[src/rtl/core/ultrasonic_presence_servo_ramp_macros.svh]
// Assertion macros for the ultrasonic presence servo ramp RTL.
// Included by the modules that carry concurrent checks; no other dependencies.
// Checks are compiled out when SYNTHESIS is defined.
`ifndef ULTRASONIC_PRESENCE_SERVO_RAMP_MACROS_SVH
`define ULTRASONIC_PRESENCE_SERVO_RAMP_MACROS_SVH

`ifndef SYNTHESIS
// same-cycle implication, checked outside reset
`define USPS_ASSERT_NOW(label, clk, rstn, ante, cons) \
    label: assert property (@(posedge clk) disable iff (!(rstn)) (ante) |-> (cons)) \
        else $error("assertion failed: implication in same cycle");
// next-cycle implication, checked outside reset
`define USPS_ASSERT_NEXT(label, clk, rstn, ante, cons) \
    label: assert property (@(posedge clk) disable iff (!(rstn)) (ante) |=> (cons)) \
        else $error("assertion failed: implication in next cycle");
`else
`define USPS_ASSERT_NOW(label, clk, rstn, ante, cons)
`define USPS_ASSERT_NEXT(label, clk, rstn, ante, cons)
`endif

`endif

[src/rtl/core/usps_pkg.sv]
// Package for the ultrasonic presence servo ramp: item structs, register
// indexes and field widths. No dependencies.
package usps_pkg;

    localparam int CFG_INDEX_W = 3;
    localparam int CFG_DATA_W  = 16;

    typedef enum logic [CFG_INDEX_W-1:0] {
        CFG_TRIGGER_DISTANCE = 3'd0,
        CFG_REQUIRED_RUN     = 3'd1,
        CFG_SERVO_STEP       = 3'd2,
        CFG_SERVO_MIN        = 3'd3,
        CFG_SERVO_MAX        = 3'd4,
        CFG_TRIGGER_PERIOD   = 3'd5
    } cfg_index_t;

    localparam logic [7:0]  TRIGGER_DISTANCE_RST = 8'd100;
    localparam logic [3:0]  REQUIRED_RUN_RST     = 4'd6;
    localparam logic [7:0]  SERVO_STEP_RST       = 8'd3;
    localparam logic [15:0] SERVO_MIN_RST        = 16'd1000;
    localparam logic [15:0] SERVO_MAX_RST        = 16'd2000;
    localparam logic [15:0] TRIGGER_PERIOD_RST   = 16'd300;

    localparam logic [7:0]  DISTANCE_SAT = 8'd255;

    typedef struct packed {
        logic echo_level;
        logic cm_tick;
        logic ms_tick;
        logic manual_open;
    } in_item_t;

    typedef struct packed {
        logic        trigger_out;
        logic [15:0] servo_position;
        logic        reading_done;
        logic [7:0]  distance_cm;
        logic        presence;
    } out_item_t;

endpackage

[src/rtl/core/ultrasonic_presence_servo_ramp.sv]
// Top level of the ultrasonic presence servo ramp.
// Depends on usps_pkg and ultrasonic_presence_servo_ramp_macros.svh.
//
// Usage:
//   s_valid/s_ready/s_item carry one sampled item per handshake: echo level,
//   centimetre and millisecond strobes, manual-open level.
//   m_valid/m_ready/m_item return exactly one result item per input item:
//   trigger level, servo position, reading-done flag, last distance, presence.
//   cfg_wr_en/cfg_index/cfg_wr_data write one register per cycle, no wait;
//   write only while no item is in flight.
//   Each result is registered into the output buffer and shown on m_item from there.
//   Throughput: one item per cycle while s_ready is high; the echo, range and
//   servo state is updated in the same cycle the item is taken, by counters and compares.
//   Results go into a two-entry output buffer (main register plus skid), so an
//   item is still taken while one result waits; s_ready drops only when both
//   entries are full, and rises again once m_ready drains one.
//   Reset (aresetn low, synchronous) restores the register defaults, clears
//   the range state, sets the run counter to six, parks the servo at 1000
//   and empties the output buffer.
`include "ultrasonic_presence_servo_ramp_macros.svh"

module ultrasonic_presence_servo_ramp (
    input  logic                                aclk,
    input  logic                                aresetn,
    input  logic                                cfg_wr_en,
    input  logic [usps_pkg::CFG_INDEX_W-1:0]    cfg_index,
    input  logic [usps_pkg::CFG_DATA_W-1:0]     cfg_wr_data,
    input  logic                                s_valid,
    output logic                                s_ready,
    input  usps_pkg::in_item_t                  s_item,
    output logic                                m_valid,
    input  logic                                m_ready,
    output usps_pkg::out_item_t                 m_item
);
    import usps_pkg::*;

    // configuration registers
    logic [7:0]  trig_dist_reg;
    logic [3:0]  req_run_reg;
    logic [7:0]  step_reg;
    logic [15:0] servo_min_reg;
    logic [15:0] servo_max_reg;
    logic [15:0] period_reg;

    // range and servo state
    logic        echo_prev_reg,  echo_prev_next;
    logic        timing_reg,     timing_next;
    logic [7:0]  dist_cnt_reg,   dist_cnt_next;
    logic [7:0]  last_dist_reg,  last_dist_next;
    logic [3:0]  run_left_reg,   run_left_next;
    logic [15:0] servo_reg,      servo_next;
    logic [15:0] phase_reg,      phase_next;
    logic        trig_lvl_reg,   trig_lvl_next;

    // output buffer
    out_item_t   main_reg, skid_reg;
    logic        main_valid_reg, skid_valid_reg;

    logic        s_accept, m_pop;
    logic        echo_rise, echo_fall, far_reading, open_req;
    logic [7:0]  dist_edge;
    logic        timing_edge;
    logic [16:0] phase_inc, servo_up, servo_floor;
    out_item_t   result;

    assign s_ready  = !skid_valid_reg;
    assign s_accept = s_valid && s_ready;
    assign m_valid  = main_valid_reg;
    assign m_item   = main_reg;
    assign m_pop    = main_valid_reg && m_ready;

    always_ff @(posedge aclk) begin
        if (!aresetn) begin
            trig_dist_reg <= TRIGGER_DISTANCE_RST;
            req_run_reg   <= REQUIRED_RUN_RST;
            step_reg      <= SERVO_STEP_RST;
            servo_min_reg <= SERVO_MIN_RST;
            servo_max_reg <= SERVO_MAX_RST;
            period_reg    <= TRIGGER_PERIOD_RST;
        end else if (cfg_wr_en) begin
            case (cfg_index)
                CFG_TRIGGER_DISTANCE: trig_dist_reg <= cfg_wr_data[7:0];
                CFG_REQUIRED_RUN:     req_run_reg   <= cfg_wr_data[3:0];
                CFG_SERVO_STEP:       step_reg      <= cfg_wr_data[7:0];
                CFG_SERVO_MIN:        servo_min_reg <= cfg_wr_data;
                CFG_SERVO_MAX:        servo_max_reg <= cfg_wr_data;
                CFG_TRIGGER_PERIOD:   period_reg    <= cfg_wr_data;
                default: ;
            endcase
        end
    end

    always_comb begin
        echo_rise   = s_item.echo_level && !echo_prev_reg;
        echo_fall   = !s_item.echo_level && echo_prev_reg;
        far_reading = dist_cnt_reg >= trig_dist_reg;
        open_req    = 1'b0;

        echo_prev_next = s_item.echo_level;
        last_dist_next = last_dist_reg;
        run_left_next  = run_left_reg;
        dist_edge      = dist_cnt_reg;
        timing_edge    = timing_reg;

        // echo edge first
        if (echo_rise) begin
            timing_edge = 1'b1;
            dist_edge   = '0;
        end else if (echo_fall) begin
            timing_edge    = 1'b0;
            last_dist_next = dist_cnt_reg;
            if (far_reading) begin
                run_left_next = req_run_reg;
            end else if (run_left_reg != '0) begin
                run_left_next = run_left_reg - 4'd1;
            end
        end

        // then the centimetre tick
        dist_cnt_next = dist_edge;
        timing_next   = timing_edge;
        if (s_item.cm_tick && timing_edge) begin
            if (dist_edge != DISTANCE_SAT) begin
                dist_cnt_next = dist_edge + 8'd1;
            end
            if (dist_cnt_next >= trig_dist_reg) begin
                timing_next = 1'b0;
            end
        end

        // then the millisecond tick
        phase_inc   = {1'b0, phase_reg} + 17'd1;
        servo_up    = {1'b0, servo_reg} + {9'd0, step_reg};
        servo_floor = {1'b0, servo_min_reg} + {9'd0, step_reg};
        phase_next    = phase_reg;
        trig_lvl_next = trig_lvl_reg;
        servo_next    = servo_reg;
        if (s_item.ms_tick) begin
            if (phase_inc >= {1'b0, period_reg}) begin
                phase_next    = '0;
                trig_lvl_next = 1'b1;
            end else begin
                phase_next    = phase_inc[15:0];
                trig_lvl_next = 1'b0;
            end
            open_req = s_item.manual_open || (run_left_next == '0);
            if (open_req) begin
                // hold at the top instead of overshooting
                if (servo_up < {1'b0, servo_max_reg}) begin
                    servo_next = servo_up[15:0];
                end
            end else if ({1'b0, servo_reg} > servo_floor) begin
                servo_next = servo_reg - {8'd0, step_reg};
            end
        end

        result.trigger_out    = trig_lvl_next;
        result.servo_position = servo_next;
        result.reading_done   = echo_fall;
        result.distance_cm    = last_dist_next;
        result.presence       = (run_left_next == '0);
    end

    always_ff @(posedge aclk) begin
        if (!aresetn) begin
            echo_prev_reg <= 1'b0;
            timing_reg    <= 1'b0;
            dist_cnt_reg  <= '0;
            last_dist_reg <= '0;
            run_left_reg  <= REQUIRED_RUN_RST;
            servo_reg     <= SERVO_MIN_RST;
            phase_reg     <= '0;
            trig_lvl_reg  <= 1'b0;
        end else if (s_accept) begin
            echo_prev_reg <= echo_prev_next;
            timing_reg    <= timing_next;
            dist_cnt_reg  <= dist_cnt_next;
            last_dist_reg <= last_dist_next;
            run_left_reg  <= run_left_next;
            servo_reg     <= servo_next;
            phase_reg     <= phase_next;
            trig_lvl_reg  <= trig_lvl_next;
        end
    end

    always_ff @(posedge aclk) begin
        if (!aresetn) begin
            main_valid_reg <= 1'b0;
            skid_valid_reg <= 1'b0;
        end else if (m_pop) begin
            if (skid_valid_reg) begin
                main_reg       <= skid_reg;
                skid_valid_reg <= 1'b0;
            end else begin
                main_valid_reg <= s_accept;
                if (s_accept) begin
                    main_reg <= result;
                end
            end
        end else if (s_accept) begin
            if (!main_valid_reg) begin
                main_reg       <= result;
                main_valid_reg <= 1'b1;
            end else begin
                skid_reg       <= result;
                skid_valid_reg <= 1'b1;
            end
        end
    end

    // skid entry is only ever behind a full main entry
    `USPS_ASSERT_NOW(a_skid_behind_main, aclk, aresetn, skid_valid_reg, main_valid_reg)
    // a waiting skid result is not dropped while the receiver stalls
    `USPS_ASSERT_NEXT(a_skid_kept, aclk, aresetn, skid_valid_reg && !m_ready, skid_valid_reg)
    // far reading reloads the run counter
    `USPS_ASSERT_NEXT(a_far_reload, aclk, aresetn, s_accept && echo_fall && far_reading,
        run_left_reg == $past(req_run_reg))
    // servo moves only on a millisecond tick
    `USPS_ASSERT_NEXT(a_servo_still, aclk, aresetn, s_accept && !s_item.ms_tick,
        servo_reg == $past(servo_reg))

endmodule
[config.mk]
export PLATFORM = sky130hd
export DESIGN_NAME = ultrasonic_presence_servo_ramp
export DESIGN_NICKNAME = d
export VERILOG_FILES = /design/src/rtl/core/usps_pkg.sv /design/src/rtl/core/ultrasonic_presence_servo_ramp.sv
export VERILOG_INCLUDE_DIRS = /design/src /design/src/rtl/core
export SDC_FILE = /design/constraint.sdc
export NUM_CORES = 1
export LEC_CHECK = 0
export ABC_AREA = 1
export BUFFER_PORTS_ARGS = -buffer_cell sky130_fd_sc_hd__buf_4
export CAP_MARGIN = 30
export CORE_MARGIN = 2
export CORE_UTILIZATION = 50
export DETAILED_ROUTE_END_ITERATION = 8
export PLACE_DENSITY = 0.73
export SLEW_MARGIN = 30
export SYNTH_ARGS = -nofsm -noshare
export SYNTH_HDL_FRONTEND = slang
export SYNTH_SLANG_ARGS = --single-unit
[constraint.sdc]
create_clock -name aclk -period 5.87 [get_ports aclk]
set_input_delay 1.4675 -clock aclk [delete_from_list [all_inputs] [get_ports aclk]]
set_output_delay 1.4675 -clock aclk [all_outputs]
set_load 0.01 [all_outputs]
* After elaboration in Yosys (flattened, before gate mapping)
Index checks and enable logic that the tools add are counted.
Cells by class: bitwise operators 2, multiplexer cells 29, equality and inequality tests 8, div/mod/pow operators 0, $add $sub $neg 6, multipliers 0, reductions and logical operators 26, magnitude comparators 5, shift-type cells 0
Operator list (count):
- 2-to-1 mux 27 bit | 5
- 2-to-1 mux 16 bit | 5
- 2-to-1 mux 8 bit | 6
- adder 16 x 8 -> 17 bit | 2
- AND reduction 2 bit | 9
- adder 16 x 1 -> 17 bit, second input constant | 1
- >= comparator 17 x 16 -> 1 bit | 1
- greater-than comparator 16 x 17 -> 1 bit | 1
- less-than comparator 17 x 16 -> 1 bit | 1
- >= comparator 8 bit | 2
- 2-to-1 mux 4 bit | 4
- subtractor 16 x 8 -> 16 bit | 1
- 2-to-1 mux 1 bit | 9
- adder 8 x 1 -> 8 bit, second input constant | 1
- inequality test 8 bit, second input constant | 1
- AND reduction 4 bit | 2
- equality test 3 x 2 -> 1 bit, second input constant | 2
- equality test 3 bit, second input constant | 2
- logical AND 1 bit | 5
- zero test 4 bit | 1
- nonzero test 2 bit | 2
- nonzero test 4 bit | 1
- subtractor 4 x 1 -> 4 bit, second input constant | 1
- equality test 3 x 1 -> 1 bit, second input constant | 1
- 7 further kinds | 10
Storage, ports and cells: RAM bits 0, memory bits (read-only) 0, word-level logic and storage cells 102, bits in registers 179, input port bits 28, memories kept 0, output and inout port bits 29, bits in latches 0

* Logic depth before layout (Yosys ltp)
depth after elaboration 12, mapped depth 28, mapped depth without buffers 26

* Worst setup path before layout
No wires, ideal clock.
path kind input to register, start point input port s_item[3] (netlist bit), end point register timing_reg, required time 5.800 ns, setup time 0.070 ns, path slack 1.950 ns, path buffers 0, arrival time 3.849 ns, cell stages on the path 22, cell sequence nand2_1 > inv_1 > nor2_1 > ha_1 > nand3_1 > inv_1 > nand3_1 > nor2_1 > nand2_1 > xnor2_1 > ha_1 > o21ai_0 > a21boi_0 > o21ai_0 > nand2_1 > nand3_1 > nand2_1 > a21oi_1 > o21bai_1 > nand2_1 > nand3_1 > a21oi_1
On the way: longest elaborated chain between the ends 8, elaborated cells on any way between the ends 14, classes of those cells add/sub: 1; order compare: 1; eq/ne: 1; mux: 7; reduce/logical: 4
RTL lines:
- start, declared | line ultrasonic_presence_servo_ramp.sv:30 | input usps_pkg::in_item_t s_item,
- logical AND 1 bit | line ultrasonic_presence_servo_ramp.sv:94 | echo_rise = s_item.echo_level && !echo_prev_reg;
- 2-to-1 mux 8 bit | line ultrasonic_presence_servo_ramp.sv:106 | if (echo_rise) begin
- adder 8 x 1 -> 8 bit / inequality test 8 bit (equally long branches) | line ultrasonic_presence_servo_ramp.sv:124, ultrasonic_presence_servo_ramp.sv:123
- 2-to-1 mux 8 bit | line ultrasonic_presence_servo_ramp.sv:123 | if (dist_edge != DISTANCE_SAT) begin
- 2-to-1 mux 8 bit | line ultrasonic_presence_servo_ramp.sv:122 | if (s_item.cm_tick && timing_edge) begin
- >= comparator 8 bit | line ultrasonic_presence_servo_ramp.sv:126 | if (dist_cnt_next >= trig_dist_reg) begin
- 2-to-1 mux 1 bit | line ultrasonic_presence_servo_ramp.sv:126
- 2-to-1 mux 1 bit (*) | line ultrasonic_presence_servo_ramp.sv:122
- end signal, assigned | line ultrasonic_presence_servo_ramp.sv:176 | timing_reg <= timing_next;
- end, declared | line ultrasonic_presence_servo_ramp.sv:47 | logic timing_reg, timing_next;
Mark *: on every way between the ends. The rest lies on a longest branch, timed or not. The select of a mux whose other input is x is not followed. A chain may end at the register's enable or synchronous reset.

* Worst setup path in the final report
start point register step_reg[1], end point register main_reg, in the netlist m_item[11], data pin
On the way: longest elaborated chain between the ends 8, elaborated cells on any way between the ends 14, classes of those cells add/sub: 3; order compare: 2; mux: 9
RTL lines:
- start, declared | line ultrasonic_presence_servo_ramp.sv:40 | logic [7:0] step_reg;
- start signal, assigned | line ultrasonic_presence_servo_ramp.sv:84 | CFG_SERVO_STEP: step_reg <= cfg_wr_data[7:0];
- adder 16 x 8 -> 17 bit (on tied branches) | line ultrasonic_presence_servo_ramp.sv:134, ultrasonic_presence_servo_ramp.sv:133
- greater-than comparator 16 x 17 -> 1 bit / less-than comparator 17 x 16 -> 1 bit (equally long branches) | line ultrasonic_presence_servo_ramp.sv:152, ultrasonic_presence_servo_ramp.sv:149
- 2-to-1 mux 16 bit (on tied branches) | line ultrasonic_presence_servo_ramp.sv:152, ultrasonic_presence_servo_ramp.sv:149
- 2-to-1 mux 16 bit (*) | line ultrasonic_presence_servo_ramp.sv:147 | if (open_req) begin
- 2-to-1 mux 16 bit (*) | line ultrasonic_presence_servo_ramp.sv:138 | if (s_item.ms_tick) begin
- 2-to-1 mux 27 bit (on tied branches) | line ultrasonic_presence_servo_ramp.sv:201, ultrasonic_presence_servo_ramp.sv:196
- 2-to-1 mux 27 bit (on tied branches) | line ultrasonic_presence_servo_ramp.sv:200, ultrasonic_presence_servo_ramp.sv:191
- 2-to-1 mux 27 bit (*) | line ultrasonic_presence_servo_ramp.sv:190 | end else if (m_pop) begin
- end signal, assigned | line ultrasonic_presence_servo_ramp.sv:192 | main_reg <= skid_reg;
- end signal, assigned | line ultrasonic_presence_servo_ramp.sv:197 | main_reg <= result;
- end signal, assigned | line ultrasonic_presence_servo_ramp.sv:202 | main_reg <= result;
- end, declared | line ultrasonic_presence_servo_ramp.sv:56 | out_item_t main_reg, skid_reg;
Marked as above.

==> out/summary.txt <==
Status: completed
WHS: 465 ps
Gr usage total: 24.3%
Post-CTS Resized: 0
Post-synth top area share: 21.9%
Final Hold Viols: 0
Sum Neg Setup Slack: 0 ps
Synthesis-stage register bit count: 179
Pre-Repair DR Iteration Count: 7
WL/cell: 15.2 um
Clock Latency Late Sink: 440 ps
Global-route wire length before repair: 46800 um
Mean Syn Cell Area: 7.31 um^2
Root buffer cell: clkbuf_16
Antenna Nets Post-Route: 0
Seq. cell area: 4120 um^2
Type of the most critical hold path: reg -> reg
Diode count: 0
Most Used Layer, Global Route: met2
Dpl ws: 1380 ps
Die area: 24100 um^2
Seq/Total Area, Yosys: 36.1%
Final worst slack: 1290 ps
Initial DRC count: 757
Dominant cell type by area after synthesis: dfxtp_1
Final non-filler cell total: 1884
Cell count after synthesis: 1561
I/O Buffers: 56
Pleak: 5.91 nW
Vias per inst: 5.34
Met2 global-route usage: 41.7%
Netlist area before placement: 11400 um^2
Worst-path clk slew: 70 ps
Synth Flop Type: dfxtp_1
WL final: 28700 um
Critical path launch point type: flip-flop
Gp weighted congestion: 0.916
Net Count, Synth: 1682
Total clock sinks: 179
Hold buffer count at cts: 0
Warnings, synthesis: 0
Maximum vdd ir drop: 0.184 mV
CTS tree: built
DRC Markers: 0
Most frequent cells in the layout: nand2_1 (370), inv_1 (218), a21oi_1 (127), dfxtp_1 (125), o21ai_0 (105)
Max Freq: 0.218 GHz
IO Count: 57
Critical path class: reg -> reg
Async set-reset flop share out of synthesis: 0%
Starting density of the core: 50.7%
Max-cap violation count: 0
Commonest non-fill, non-tap cell in the layout: nand2_1
Worst-path maximum fanout: 22
Tightest Pin Transition: 911 ps
Post-Place Cells: 1852
Initial antenna violation count: 0
Number of fill cells: 2124
Largest net degree at the start of global routing: 58
RSZ-0062 raised after global routing: false
EDFF count, synth: 54
Critical path arrival: 4780 ps
Met3 Usage GRT: 3.57%
Row count: 55
Area occupied by multi-input gates: 6160 um^2
Final HPWL DP: 21500 um
Power density over the cells: 256 nW/um^2
Layout cell share with drive strength beyond 1: 10.0%
Routed vias: 10100
Die width: 155 um
Num CTS Buffers: 17
Clk buf depth: 2
Total setup buffers inserted after CTS: 0
Die Y: 155 um
Worst EP required: 6070 ps
# setup viols final: 0
Grt ovf: 0
Area grow syn2layout: 10.2%
Core box area: 22500 um^2
M1 GR Usage: 31.4%
H-tree level count: 4
Crit. End Element: flip-flop
Final Skew: 12.6 ps
Area contributors post-synth: dfxtp_1 (22%), edfxtp_1 (14%), nand2_1 (12%), ha_1 (9.9%), inv_1 (7.2%)
Final Slew Violations: 0
Post-route minimum period: 4580 ps
Number of global-route vias before repair: 9556
Slew margin rel.: 39.0%
Fin crit share: 78.0%
Synth cell types: 50
Nets: 1707
==> final cells by class <==
type                            instances  area share [%]
Multi-Input combinational cell       1092            48.9
Sequential cell                       179            32.8
Inverter                              229            6.83
Timing Repair Buffer                   67            4.00
Clock buffer                           17            3.38
Tap cell                              285            2.83
Clock inverter                         15            1.27
==> synth_stat cells, drive strengths merged, types with 4 or more instances <==
| master | n |
|---|---|
| nand2 | 378 |
| inv | 227 |
| a21oi | 130 |
| dfxtp | 125 |
| nand3 | 119 |
| o21ai | 114 |
| nor2 | 96 |
| ha | 90 |
| edfxtp | 54 |
| xor2 | 39 |
| clkbuf | 37 |
| buf | 24 |
| nand4 | 24 |
| o211ai | 23 |
| nor3 | 15 |
| or2 | 13 |
| xnor2 | 11 |
| o22ai | 10 |
| o21bai | 5 |
| a21o | 4 |
==> power by group <==
part / switching (mW) / internal, mW
registers: 0.0462 / 1.34
logic: 0.448 / 0.240
clock network: 0.517 / 0.631
==> logic make-up after synthesis <==
kind of cell | after synthesis | share of synthesized area (%)
compound gates | 295 | 14.1
xor+xnor | 50 | 3.84
fa+ha+maj | 93 | 10.4
buf+inv | 290 | 9.98
flops | 179 | 36.1
simple gates | 654 | 25.5
==> critical path, stage by stage (launching register included) <==
cell and delay (ps):
dfxtp_1 420, ha_1 340, nand3_1 70, nand2_1 130
nand2_1 80, o211ai_1 150, nand2_1 90, a21oi_1 210
nand2_1 100, nor4_1 320, nand3_1 140, xor2_1 190
ha_1 320, inv_1 40, nor2_1 100, nand2_1 60
nand2_1 290, nand2_1 530, nand2_1 160, o21ai_0 90
nor2_1 140, nor2_1 50, nand2_1 130, nand3_1 70
nand2_1 70, inv_1 30
==> per-stage QoR <==
step / area (um^2) / power, mW / util (%)
global route: 12600 / 3.39 / 55.9
floorplan: 11400 / 1.91 / -
finish: 12600 / 3.22 / 55.9
CTS: 12600 / 3.23 / 55.9
detailed placement: 12000 / 2.09 / 53.3
global placement: 12000 / 2.07 / 53.3
==> layer usage <==
layer | vias to the layer above | part of all wire [%]
met5 | - | 0
met4 | 0 | 2.4
met3 | 55 | 3.6
met2 | 205 | 48
met1 | 4637 | 46
li1 | 5172 | -
==> final timing paths <==
path | startpoint | endpoint | slack [ps] | cells after the start
worst max-delay path | step_reg[1]$_SDFFE_PN1P_ | m_item[11]$_DFFE_PP_ | 1290 | 25
worst min-delay path | req_run_reg[0]$_SDFFE_PN0P_ | req_run_reg[0]$_SDFFE_PN0P_ | 460 | 2
worst max register to register | step_reg[1]$_SDFFE_PN1P_ | m_item[11]$_DFFE_PP_ | 1290 | 25
worst min register to register | req_run_reg[0]$_SDFFE_PN0P_ | req_run_reg[0]$_SDFFE_PN0P_ | 460 | 2
(Power assumes the default switching activity.)
